**src/xad_pkg.sv**
```systemverilog
`default_nettype none
package xad_pkg;

  localparam int CHANNELS_DEFAULT = 8;

  localparam logic [7:0] LITERAL_MARK     = 8'hEE;
  localparam logic [5:0] LIT_BYTES        = 6'd61;
  localparam logic [5:0] ADPCM_BYTES      = 6'd15;
  localparam logic [4:0] FRAME_SAMPLES    = 5'd28;
  localparam logic [5:0] POS_NEWEST       = 6'd2;
  localparam logic [5:0] POS_OLDER        = 6'd4;
  localparam logic [5:0] LIT_FIRST_SAMPLE = 6'd6;
  localparam logic [4:0] SCALE_BASE       = 5'd20;
  localparam logic signed [15:0] PCM_MAX  = 16'sh7FFF;
  localparam logic signed [15:0] PCM_MIN  = 16'sh8000;

  typedef enum logic [2:0] {
    ST_IDLE,
    ST_READ,
    ST_EXEC,
    ST_MUL,
    ST_SUM,
    ST_WB
  } state_t;

  // per-channel state word held in the RAM
  typedef struct packed {
    logic [15:0] newest;
    logic [15:0] older;
    logic [5:0]  pos;
    logic [7:0]  hdr;
    logic [4:0]  lim;
    logic [7:0]  pend;
  } chan_state_t;

  typedef struct packed {
    logic [3:0]  nibble;
    logic [7:0]  hdr;
    logic [15:0] newest;
    logic [15:0] older;
  } pred_req_t;

  function automatic logic signed [9:0] coef_one(input logic [1:0] sel);
    logic signed [9:0] c;
    case (sel)
      2'd0:    c = 10'sd0;
      2'd1:    c = 10'sd240;
      2'd2:    c = 10'sd460;
      default: c = 10'sd392;
    endcase
    return c;
  endfunction

  function automatic logic signed [9:0] coef_two(input logic [1:0] sel);
    logic signed [9:0] c;
    case (sel)
      2'd0:    c = 10'sd0;
      2'd1:    c = 10'sd0;
      2'd2:    c = -10'sd208;
      default: c = -10'sd220;
    endcase
    return c;
  endfunction

endpackage
`default_nettype wire

```
**src/xad_byte_if.sv**
```systemverilog
`default_nettype none
interface xad_byte_if;
  logic       valid;
  logic       ready;
  logic [7:0] data_byte;
  logic [2:0] channel;
  logic [4:0] sample_limit;

  modport source(output valid, data_byte, channel, sample_limit, input ready);
  modport sink(input valid, data_byte, channel, sample_limit, output ready);
endinterface
`default_nettype wire

```
**src/xad_sample_if.sv**
```systemverilog
`default_nettype none
interface xad_sample_if;
  logic               valid;
  logic               ready;
  logic signed [15:0] sample;
  logic [2:0]         sample_channel;
  logic               frame_done;
  logic               last_of_run;

  modport source(output valid, sample, sample_channel, frame_done, last_of_run,
                 input ready);
  modport sink(input valid, sample, sample_channel, frame_done, last_of_run,
               output ready);
endinterface
`default_nettype wire

```
**src/xad_ram.sv**
```systemverilog
`default_nettype none
module xad_ram #(
  parameter int WIDTH = 8,
  parameter int DEPTH = 8,
  localparam int AW = (DEPTH > 1) ? $clog2(DEPTH) : 1
) (
  input  wire logic             clk,
  input  wire logic             wr_en,
  input  wire logic [AW-1:0]    wr_addr,
  input  wire logic [WIDTH-1:0] wr_data,
  input  wire logic             rd_en,
  input  wire logic [AW-1:0]    rd_addr,
  output logic      [WIDTH-1:0] rd_data
);

  logic [WIDTH-1:0] mem [DEPTH];

  always_ff @(posedge clk) begin
    if (wr_en) begin
      mem[wr_addr] <= wr_data;
    end
    if (rd_en) begin
      rd_data <= mem[rd_addr];
    end
  end

endmodule
`default_nettype wire

```
**src/xad_predictor.sv**
```systemverilog
`default_nettype none
module xad_predictor
  import xad_pkg::*;
(
  input  wire logic               clk,
  input  wire logic               mul_en,
  input  wire pred_req_t          req,
  output logic signed [15:0]      y
);

  logic signed [25:0] prod_one;
  logic signed [25:0] prod_two;
  logic signed [27:0] res_term;
  logic signed [27:0] nib_ext;
  logic [4:0]         scale;
  logic signed [27:0] acc;
  logic signed [19:0] quot;

  assign nib_ext = {{24{req.nibble[3]}}, req.nibble};
  assign scale   = SCALE_BASE - {1'b0, req.hdr[3:0]};

  always_ff @(posedge clk) begin
    if (mul_en) begin
      prod_one <= 26'(coef_one(req.hdr[5:4])) * 26'($signed(req.newest));
      prod_two <= 26'(coef_two(req.hdr[5:4])) * 26'($signed(req.older));
      res_term <= nib_ext <<< scale;
    end
  end

  assign acc  = res_term + {{2{prod_one[25]}}, prod_one} + {{2{prod_two[25]}}, prod_two};
  // arithmetic shift gives the floor of acc / 256
  assign quot = acc[27:8];

  always_comb begin
    if (quot[19:15] != {5{quot[15]}}) begin
      y = quot[19] ? PCM_MIN : PCM_MAX;
    end else begin
      y = quot[15:0];
    end
  end

endmodule
`default_nettype wire

```
**src/xa_adpcm_frame_decoder.sv**
```systemverilog
// Interleaved multi-channel ADPCM frame decoder.
// bytes: one frame-stream byte per transaction, tagged with its channel and,
//   on a frame's header byte, the number of samples to emit (saturated at 28).
//   Bytes for a channel at or above CHANNELS are taken and dropped.
// samples: decoded 16-bit PCM, with channel, end-of-frame flag and a flag on
//   the last sample caused by the byte. A byte yields zero, one or two samples.
// Per-channel state lives in one RAM word, read in the cycle after the byte is
// taken and written back before the next byte is taken.
// Steps per byte: accept, read, execute and write-back for a header or literal
// byte; an ADPCM residual byte adds a multiply step per nibble and a sum step
// per emitted nibble. A literal sample is registered from the execute step, an
// ADPCM sample from the sum step that follows its multiply step.
// The output register holds a sample until taken; a stalled receiver holds
// the decoder in its emit step and bytes stop being accepted.
// Reset (synchronous, rst high) clears all channel states through per-entry
// valid bits: every channel awaits a frame header with zero histories.
`default_nettype none
module xa_adpcm_frame_decoder
  import xad_pkg::*;
#(
  parameter int CHANNELS = CHANNELS_DEFAULT
) (
  input  wire logic   clk,
  input  wire logic   rst,
  xad_byte_if.sink    bytes,
  xad_sample_if.source samples
);

  localparam int AW = (CHANNELS > 1) ? $clog2(CHANNELS) : 1;
  localparam int SW = $bits(chan_state_t);

  state_t        state, state_next;
  chan_state_t   work, work_next;
  chan_state_t   ram_rdata;
  logic          k, k_next;
  logic [7:0]    cur_byte;
  logic [2:0]    cur_ch;
  logic [4:0]    cur_lim;
  logic [AW-1:0] cur_addr;
  logic [CHANNELS-1:0] chan_valid;

  logic          accept, in_range;
  logic          ram_re, ram_we, mul_en;
  logic          out_free;
  logic          emit;
  logic signed [15:0] emit_sample;
  logic          emit_done, emit_last;

  logic [15:0]   word;
  logic [5:0]    lit_idx;
  logic [5:0]    pos_inc;
  logic [5:0]    idx;
  logic [5:0]    idx_inc;
  logic [5:0]    lim_ext;
  pred_req_t     req;
  logic signed [15:0] pred_y;

  assign accept   = bytes.valid && bytes.ready;
  assign in_range = (32'(bytes.channel) < CHANNELS);
  assign cur_addr = AW'(cur_ch);
  assign out_free = !samples.valid || samples.ready;

  assign word    = {work.pend, cur_byte};
  assign lit_idx = (work.pos - LIT_FIRST_SAMPLE) >> 1;
  assign pos_inc = work.pos + 6'd1;
  assign lim_ext = {1'b0, work.lim};
  assign idx     = {work.pos[4:0] - 5'd1, k};
  assign idx_inc = idx + 6'd1;

  assign req.nibble = k ? cur_byte[3:0] : cur_byte[7:4];
  assign req.hdr    = work.hdr;
  assign req.newest = work.newest;
  assign req.older  = work.older;

  xad_ram #(.WIDTH(SW), .DEPTH(CHANNELS)) u_state_ram (
    .clk     (clk),
    .wr_en   (ram_we),
    .wr_addr (cur_addr),
    .wr_data (work),
    .rd_en   (ram_re),
    .rd_addr (AW'(bytes.channel)),
    .rd_data (ram_rdata)
  );

  xad_predictor u_predictor (
    .clk    (clk),
    .mul_en (mul_en),
    .req    (req),
    .y      (pred_y)
  );

  always_ff @(posedge clk) begin
    if (rst) begin
      state      <= ST_IDLE;
      chan_valid <= '0;
      k          <= 1'b0;
    end else begin
      state <= state_next;
      k     <= k_next;
      if (ram_we) begin
        chan_valid[cur_addr] <= 1'b1;
      end
    end
  end

  always_ff @(posedge clk) begin
    work <= work_next;
    if (accept) begin
      cur_byte <= bytes.data_byte;
      cur_ch   <= bytes.channel;
      cur_lim  <= bytes.sample_limit;
    end
  end

  always_ff @(posedge clk) begin
    if (rst) begin
      samples.valid <= 1'b0;
    end else if (emit) begin
      samples.valid <= 1'b1;
    end else if (samples.ready) begin
      samples.valid <= 1'b0;
    end
  end

  always_ff @(posedge clk) begin
    if (emit) begin
      samples.sample         <= emit_sample;
      samples.sample_channel <= cur_ch;
      samples.frame_done     <= emit_done;
      samples.last_of_run    <= emit_last;
    end
  end

  always_comb begin
    state_next  = state;
    work_next   = work;
    k_next      = k;
    bytes.ready = 1'b0;
    ram_re      = 1'b0;
    ram_we      = 1'b0;
    mul_en      = 1'b0;
    emit        = 1'b0;
    emit_sample = '0;
    emit_done   = 1'b0;
    emit_last   = 1'b0;

    unique case (state)
      ST_IDLE: begin
        bytes.ready = 1'b1;
        if (bytes.valid && in_range) begin
          ram_re     = 1'b1;
          state_next = ST_READ;
        end
      end

      ST_READ: begin
        // an entry never written back reads as the reset state
        work_next  = chan_valid[cur_addr] ? ram_rdata : '0;
        state_next = ST_EXEC;
      end

      ST_EXEC: begin
        if (work.pos == '0) begin
          work_next.hdr = cur_byte;
          work_next.lim = (cur_lim > FRAME_SAMPLES) ? FRAME_SAMPLES : cur_lim;
          work_next.pos = 6'd1;
          state_next    = ST_WB;
        end else if (work.hdr == LITERAL_MARK) begin
          if (work.pos[0]) begin
            work_next.pend = cur_byte;
            work_next.pos  = (pos_inc >= LIT_BYTES) ? '0 : pos_inc;
            state_next     = ST_WB;
          end else if (work.pos == POS_NEWEST) begin
            work_next.newest = word;
            work_next.pos    = pos_inc;
            state_next       = ST_WB;
          end else if (work.pos == POS_OLDER) begin
            work_next.older = word;
            work_next.pos   = pos_inc;
            state_next      = ST_WB;
          end else if (lit_idx < lim_ext) begin
            // wait here while the output register is still occupied
            if (out_free) begin
              emit             = 1'b1;
              emit_sample      = word;
              emit_done        = (lit_idx + 6'd1 == lim_ext);
              emit_last        = 1'b1;
              work_next.older  = work.newest;
              work_next.newest = word;
              work_next.pos    = (pos_inc >= LIT_BYTES) ? '0 : pos_inc;
              state_next       = ST_WB;
            end
          end else begin
            work_next.pos = (pos_inc >= LIT_BYTES) ? '0 : pos_inc;
            state_next    = ST_WB;
          end
        end else begin
          k_next     = 1'b0;
          state_next = ST_MUL;
        end
      end

      ST_MUL: begin
        if (idx >= lim_ext) begin
          if (!k) begin
            k_next = 1'b1;
          end else begin
            work_next.pos = (pos_inc >= ADPCM_BYTES) ? '0 : pos_inc;
            state_next    = ST_WB;
          end
        end else begin
          mul_en     = 1'b1;
          state_next = ST_SUM;
        end
      end

      ST_SUM: begin
        if (out_free) begin
          emit             = 1'b1;
          emit_sample      = pred_y;
          emit_done        = (idx_inc == lim_ext);
          emit_last        = k || (idx_inc >= lim_ext);
          work_next.older  = work.newest;
          work_next.newest = pred_y;
          if (!k) begin
            k_next     = 1'b1;
            state_next = ST_MUL;
          end else begin
            work_next.pos = (pos_inc >= ADPCM_BYTES) ? '0 : pos_inc;
            state_next    = ST_WB;
          end
        end
      end

      ST_WB: begin
        ram_we     = 1'b1;
        state_next = ST_IDLE;
      end

      default: begin
        state_next = ST_IDLE;
      end
    endcase
  end

  a_read_follows_accept: assert property (@(posedge clk) disable iff (rst)
    (accept && in_range) |=> (state == ST_READ))
    else $error("state read did not follow an accepted byte");

  a_dropped_channel: assert property (@(posedge clk) disable iff (rst)
    (accept && !in_range) |=> (state == ST_IDLE))
    else $error("out-of-range channel started a state access");

  a_wb_pos_range: assert property (@(posedge clk) disable iff (rst)
    (ram_we && work.hdr != LITERAL_MARK) |-> (work.pos < ADPCM_BYTES))
    else $error("ADPCM frame position out of range at write-back");

  a_lit_emit_pos: assert property (@(posedge clk) disable iff (rst)
    (emit && state == ST_EXEC) |-> (!work.pos[0] && work.pos >= LIT_FIRST_SAMPLE))
    else $error("literal sample emitted at a non-sample position");

  a_emit_slot_free: assert property (@(posedge clk) disable iff (rst)
    emit |-> out_free)
    else $error("sample emitted into an occupied output register");

endmodule
`default_nettype wire

```
**src/flat_wrapper.sv**
```systemverilog
// flat-port wrapper written by rule: the top's interface ports become plain ports
module xa_adpcm_frame_decoder_flat import xad_pkg::*;
#(
  parameter int CHANNELS = CHANNELS_DEFAULT
)
  (clk, rst, bytes_valid, bytes_data_byte, bytes_channel, bytes_sample_limit, bytes_ready, samples_valid, samples_sample, samples_sample_channel, samples_frame_done, samples_last_of_run, samples_ready);
  xad_byte_if bytes_i ();
  xad_sample_if samples_i ();
  input  wire logic clk;
  input  wire logic rst;
  input wire logic [$bits(bytes_i.valid)-1:0] bytes_valid;
  input wire logic [$bits(bytes_i.data_byte)-1:0] bytes_data_byte;
  input wire logic [$bits(bytes_i.channel)-1:0] bytes_channel;
  input wire logic [$bits(bytes_i.sample_limit)-1:0] bytes_sample_limit;
  output wire logic [$bits(bytes_i.ready)-1:0] bytes_ready;
  output wire logic [$bits(samples_i.valid)-1:0] samples_valid;
  output wire logic [$bits(samples_i.sample)-1:0] samples_sample;
  output wire logic [$bits(samples_i.sample_channel)-1:0] samples_sample_channel;
  output wire logic [$bits(samples_i.frame_done)-1:0] samples_frame_done;
  output wire logic [$bits(samples_i.last_of_run)-1:0] samples_last_of_run;
  input wire logic [$bits(samples_i.ready)-1:0] samples_ready;
  assign bytes_i.valid = bytes_valid;
  assign bytes_i.data_byte = bytes_data_byte;
  assign bytes_i.channel = bytes_channel;
  assign bytes_i.sample_limit = bytes_sample_limit;
  assign bytes_ready = bytes_i.ready;
  assign samples_valid = samples_i.valid;
  assign samples_sample = samples_i.sample;
  assign samples_sample_channel = samples_i.sample_channel;
  assign samples_frame_done = samples_i.frame_done;
  assign samples_last_of_run = samples_i.last_of_run;
  assign samples_i.ready = samples_ready;
  xa_adpcm_frame_decoder #(.CHANNELS(CHANNELS)) u_core (.clk(clk), .rst(rst), .bytes(bytes_i), .samples(samples_i));
endmodule
```
**config.mk**
```make
export PLATFORM = sky130hd
export DESIGN_NAME = xa_adpcm_frame_decoder_flat
export DESIGN_NICKNAME = d
export VERILOG_FILES = /design/src/xad_pkg.sv /design/src/xad_byte_if.sv /design/src/xad_sample_if.sv /design/src/xad_ram.sv /design/src/xad_predictor.sv /design/src/xa_adpcm_frame_decoder.sv /design/src/flat_wrapper.sv
export SDC_FILE = /design/constraint.sdc
export NUM_CORES = 1
export LEC_CHECK = 0
export BUFFER_PORTS_ARGS = -buffer_cell sky130_fd_sc_hd__buf_2
export CAP_MARGIN = 10
export CORE_ASPECT_RATIO = 0.75
export CORE_MARGIN = 3
export CORE_UTILIZATION = 30
export DETAILED_ROUTE_END_ITERATION = 8
export PLACE_DENSITY = 0.47
export REMOVE_ABC_BUFFERS = 1
export SLEW_MARGIN = 20
export SYNTH_ARGS = -nofsm -noshare
export SYNTH_HDL_FRONTEND = slang
export SYNTH_SLANG_ARGS = --single-unit
```
**constraint.sdc**
```tcl
create_clock -name clk -period 7.5 [get_ports clk]
set_clock_uncertainty 0.1 [all_clocks]
set_input_delay 1.5 -clock clk [delete_from_list [all_inputs] [get_ports clk]]
set_output_delay 1.5 -clock clk [all_outputs]
set_load 0.005 [all_outputs]
```
======== After elaboration in Yosys (flattened, before gate mapping) ========
Memory sizes are Yosys's and may differ from the RTL's. A register that Yosys moved wholly into a read port is not among the register bits.
Cells that the tools add are included.
storage, ports and cells
  bits in registers ....................... 189
  bits in writable memories ............... 472
  bits of input ports ..................... 20
  output and inout port bits .............. 23
  word-level logic and storage cells ...... 197
  memories kept ........................... 1
cells by class
  $add $sub $neg .......................... 8
  multiply operators ...................... 2
  $lt $le $gt $ge ......................... 8
  eq/ne operators ......................... 32
  shift-type cells ........................ 1
  mux-type cells .......................... 101
  bitwise logic cells ..................... 1
  reductions and logical operators ........ 22
memory list
  name                    words  width  rd ports  clocked after memory_dff  wr ports  line           source
  u_core.u_state_ram.mem  8      59     1         1                         1         xad_ram.sv:16  logic [WIDTH-1:0] mem [DEPTH];
operators with widths
  cell                                            count
  2-to-1 mux 38 bit                               10
  2-to-1 mux 16 bit                               13
  2-to-1 mux 32 bit                               3
  case mux 32 bit (3 select lines)                1
  2-to-1 mux 59 bit                               1
  adder 28 bit                                    2
  multiplier 10 x 16 -> 26 bit                    2
  2-to-1 mux 6 bit                                8
  case mux 21 bit (2 select lines)                1
  2-to-1 mux 3 bit                                12
  2-to-1 mux 1 bit                                32
  case mux 16 bit (2 select lines)                1
  <<< shifter 4 x 5 -> 28 bit                     1
  case mux 9 bit (3 select lines)                 1
  2-to-1 mux 8 bit                                3
  case mux 6 bit (4 select lines)                 1
  2-to-1 mux 22 bit                               1
  2-to-1 mux 10 bit                               2
  case mux 10 bit (2 select lines)                1
  AND reduction 8 bit                             2
  != test 3 x 1 -> 1 bit (second input constant)  5
  case mux 3 bit (5 select lines)                 1
  2-to-1 mux 13 bit                               1
  adder 6 x 1 -> 6 bit (second input constant)    2
  other kinds (46)                                68

======== Logic depth before layout (Yosys ltp) ========
  depth in word-level cells ............... 18
  depth in mapped cells ................... 26
  mapped depth without buffers ............ 24

======== Hierarchy ========
A second synthesis with hierarchy kept.
unflattened totals
  cell total of the unflattened synthesis .. 2,433
  area, all modules ....................... 37,415.9 sq um
by module, submodules not included
  module                  times used  cells each  area an instance (sq um)  seq. area each (sq um)
  xad_ram                 1           754         19,518.7                  15,945.3
  xad_predictor           1           1,154       12,019.0                  2,222.1
  xa_adpcm_frame_decoder  1           525         5,878.1                   3,143.0

======== Least setup slack after synthesis ========
No wires, ideal clock.
  kind .................................... register to register
  from .................................... register u_core.work (netlist bit u_core.req[36])
  to ...................................... register u_core.u_predictor.prod_one[25], data pin
  library setup time ...................... 0.270 ns
  arrival time ............................ 5.735 ns
  required time ........................... 7.130 ns
  path slack .............................. 1.396 ns
  cell stages (with the launch flop) ...... 27
  path buffers ............................ 2
  period minus slack after synthesis ...... 6.104 ns
  cells stage by stage .................... edfxtp_1 -> inv_1 -> ha_1 -> clkbuf_1 -> nor2_1 -> clkbuf_1 -> nor2b_1 -> ha_1 -> inv_1 -> fa_1 -> inv_1 -> ha_1 -> inv_1 -> fa_1 -> inv_1 -> ha_1 -> ha_1 -> fa_1 -> a21o_1 -> a211oi_1 -> o21ai_0 -> nand2_1 -> o21ai_0 -> o41ai_1 -> o21ai_0 -> o41ai_1 -> xor2_1
on the way
  cells in the longest elaborated chain, start to end .. 4
  elaborated cells between the ends (all ways) .. 6
  those cells by class .................... mul: 1; eq/ne: 2; mux: 2; reduce/logical: 1
ends and longest elaborated chain
  element                                            line                           source
  start: declaration                                 xa_adpcm_frame_decoder.sv:33   chan_state_t work, work_next;
  start signal: assignment                           xa_adpcm_frame_decoder.sv:107  work <= work_next;
  equality test 2 bit, or another cell as far along  xad_pkg.sv:45                  case (sel)
  case mux 9 bit (3 select lines) (*)                xad_pkg.sv:45
  2-to-1 mux 10 bit (*)                              xad_predictor.sv:23            if (mul_en) begin
  multiplier 10 x 16 -> 26 bit (*)                   xad_predictor.sv:24            prod_one <= 26'(coef_one(req.hdr[5:4])) * 26'($signed(req.newest));
  end signal: assignment                             xad_predictor.sv:24
  end: declaration                                   xad_predictor.sv:11            logic signed [25:0] prod_one;
Mark *: on every way between the ends. The rest lies on a longest branch, timed or not. The select of a mux whose other input is x is not followed.
A chain may end at the register's enable or synchronous reset.

======== Worst setup path after layout ========
Same ends and word-level chain as after synthesis.

==> run_results.csv <==
group,metric,value,unit
outcome,status,"completed",
cts,post_cts_buffers,0,
detailed_routing,drc,0,
detailed_routing,routedWlPerCell,23.7,um
cts,clk_pin_slew,0.07,ns
sta,slew_viol_final,0,
cts,h-tree-depth,3,
placement,hpwlAfterDp,66.8,mm
cts,cts_buffers,74,
floorplanning,die_h,311,um
setup_path,r2r_end,"u_core.u_predictor.prod_one[25]",
run,maxCapViolCount,0,
global_route,grt_max_degree,70,
synthesis,synthTopCellsByCount,"701 x edfxtp_1, 229 x ha_1, 206 x inv_1, 157 x fa_1, 119 x mux4_2",
global_route,grt_usage,0.156,
floorplanning,ios,43,
synthesis,avgSynthCellArea,15.2,um2
setup_path,slowest_stage,"ha_1",
placement,io_buffers,42,
detailed_routing,vias,21200,
global_route,antenna_found_initial,6,
synthesis,syn_area,0.0372,mm2
setup_path,cp.arrival,7.05,ns
setup_path,crit_type,"flip-flop to flip-flop",
setup_path,rr_startpoint,"u_core.req[36]",
synthesis,synth_seq_area_share,0.573,
sta,max_freq,0.148,GHz
detailed_routing,drt_wl_total,99.9,mm
floorplanning,std_cell_rows,111,
synthesis,ys_ff_latch,714,
synthesis,synth_top_area_share,0.566,
power_and_ir_drop,p_per_area,399,mW/mm2
global_route,grt_pass1_vias,21400,
floorplanning,die_w,413,um
cts,cts_tree,"built",
floorplanning,core,0.123,mm2
cts,cts-resized-gates,0,
layout,final-seq-area,0.0213,mm2
sta,setup_tns,0,ns
synthesis,synth_edf_count,701,
synthesis,synthTopCellsByArea,"edfxtp_1 57%, fa_1 8.4%, ha_1 7.7%, mux4_2 7.2%, inv_1 2.1%",
setup_path,reg2reg_depth,19,
global_route,grt_pass1_wl,147,mm
cts,cts_buffer_depth,3,
setup_path,path_cells,"inv_1 > ha_1 > nand2_1 > fa_1 > fa_1 > fa_1 > inv_1 > fa_1 > ha_1 > fa_1 > a21o_1 > a211oi_1 > o21ai_0 > nand2_1 > o21ai_0 > o41ai_1 > o21ai_0 > o41ai_1 > xor2_1",
power_and_ir_drop,ir_worst_vdd,314,uV
sta,worstMarginPinSlew,1.02,ns
synthesis,ys.flop_type,"edfxtp_1",
sta,slew-limit-headroom,0.315,
worst_hold_path,hp-class,"flip-flop to flip-flop",
layout,fill_cells,11700,
floorplanning,dieArea,0.128,mm2
power_and_ir_drop,p_leak,15.4,nW
cts,clk_latency,0.65,ns
setup_path,cp.required,7.79,ns
setup_path,crit_top_cell,"fa_1",
worst_hold_path,whs_path_depth,2,
detailed_routing,antenna_left,0,
synthesis,ys_warn_count,0,
cts,hold_buffers,0,
cts,cts_root_buffer,"clkbuf_16",
detailed_routing,drt-initial-drc-count,2067,
synthesis,async_flop_share,0,
sta,rsz0062_at_grt,"false",
synthesis,synthCells,2446,
setup_path,slowest_delay,0.67,ns
detailed_routing,routed_via_density,5.04,
sta,finalCritPeriodShare,0.901,
synthesis,synth_cell_types,84,
worst_hold_path,hold_start,"u_core.chan_valid[3]",
setup_path,rrSetupSlack,0.74,ns
layout,syn_to_final_growth,12.7,%
detailed_routing,firstDrtPassIters,6,
setup_path,crit_fanout,16,
layout,layout-drive-gt1-share,0.163,
sta,finalCriticalPeriod,6.76,ns
layout,diodes,0,
synthesis,synth_most_common_cell,"edfxtp_1",
sta,setup_viol,0,
layout,fin_area,0.0419,mm2
placement,place_area,0.0395,mm2
layout,multi_input_area,0.0149,mm2
setup_path,setup.worst_path.end_class,"flip-flop",
floorplanning,start_util,0.303,
sta,finalHoldViolCount,0,
cts,cts_sinks,714,
setup_path,crit_path_start_kind,"flip-flop",
worst_hold_path,whs_endpoint,"u_core.chan_valid[3]",
global_route,gr-total-overflow,0,
layout,num-nets-final,2916,
placement,place.gp.congestion,0.842,
synthesis,synth_largest_area_cell,"edfxtp_1",
[logic make-up (layout without fill, tap and decap cells)]
| logic type | after synthesis | count (layout) | share of synthesized area |
|---|---|---|---|
| buffers and inverters | 293 | 418 | 0.0301 |
| and+or+nand+nor | 464 | 464 | 0.0628 |
| xor gates and xnor gates | 83 | 83 | 0.0199 |
| AOI/OAI and AO/OA | 318 | 318 | 0.0601 |
| DFF | 714 | 714 | 0.573 |
| adders and majority gates | 386 | 386 | 0.162 |
| muxes | 188 | 188 | 0.0927 |
[layout by cell type (no fill, tap or decap), drive strengths merged, types with 25 or more instances in the layout]
cell type / count
a21oi: 70
a22o: 25
and2: 68
buf: 74
clkbuf: 92
clkinv: 33
edfxtp: 701
fa: 157
ha: 229
inv: 208
mux2: 63
mux4: 119
nand2: 94
nand3: 35
nor2: 116
nor2b: 44
nor3: 36
o211ai: 31
o21ai: 52
xnor2: 63
[per-stage QoR]
stage                     hold slack (ns)  worst slack, ns  total power, mW  instances   util
after CTS                           0.373            0.805             17.0       4209  0.342
after global placement              0.346            0.865             13.2       4071  0.322
after floorplan                     0.332             1.19             10.9       2359      -
final                               0.372            0.739             16.7       4209  0.342
after global routing                0.396            0.263             18.1       4209  0.342
after detailed placement            0.361            0.803             13.1       4072  0.322
[flip-flops by register name, indices dropped and copies added (netlist names), 6 cells and up]
register	flops
u_core.cur_byte	8
u_core.u_predictor.prod_one	24
u_core.u_state_ram.rd_data	59
u_core.word	8
u_core.samples.sample	16
u_core.u_state_ram.mem	472
u_core.u_predictor.prod_two	24
u_core.u_predictor.res_term	26
u_core.req	40
u_core.chan_valid	8
u_core.work	6
[report_power, final]
group	switching [mW]	internal, mW
combinational	4.28	3.17
clock	1.60	2.07
sequential	0.495	5.13
[worst max-delay path by stage]
stage	startpoint	to	slack, ns	cells after the start
finish	u_core.req[36]	u_core.u_predictor.prod_one[25]	0.74	19
global route	u_core.req[37]	u_core.u_predictor.prod_one[25]	0.26	19
CTS	u_core.req[36]	u_core.u_predictor.prod_one[25]	0.80	19
detailed placement	u_core.req[36]	u_core.u_predictor.prod_one[25]	0.80	19
global placement	u_core.req[37]	u_core.u_predictor.prod_one[25]	0.87	19
floorplan	u_core.req[36]	u_core.u_predictor.prod_one[25]	1.19	21
[routing by layer]
| metal | wire length [um] | share of wire | vias to the layer above | GRT usage |
|---|---|---|---|---|
| met5 | 0 | 0 | - | 0 |
| met4 | 1840 | 0.018 | 0 | 0.0347 |
| met3 | 5330 | 0.053 | 112 | 0.0233 |
| met2 | 43400 | 0.43 | 616 | 0.227 |
| met1 | 49300 | 0.49 | 11200 | 0.242 |
| li1 | - | - | 9331 | - |
[cell type report]
| type | count | share of cell area |
|---|---|---|
| inverters | 206 | 0.0184 |
| clock buffers | 91 | 0.0472 |
| multi-input cells | 1439 | 0.355 |
| well taps | 1638 | 0.0489 |
| clock inverters | 46 | 0.0101 |
| flip-flops and latches | 714 | 0.508 |
| repair buffers | 75 | 0.0124 |
[critical path, delay by kind of cell, from the launching register on]
kind,cells,cell delay [ns]
adder cells (fa/ha/maj),7,3.32
AO/OA/AOI/OAI,7,1.90
flip-flops,1,0.63
AND/OR/NAND/NOR,2,0.28
buffers and inverters,2,0.17
XOR/XNOR,1,0.12
Power figures use the tool's default switching activity.
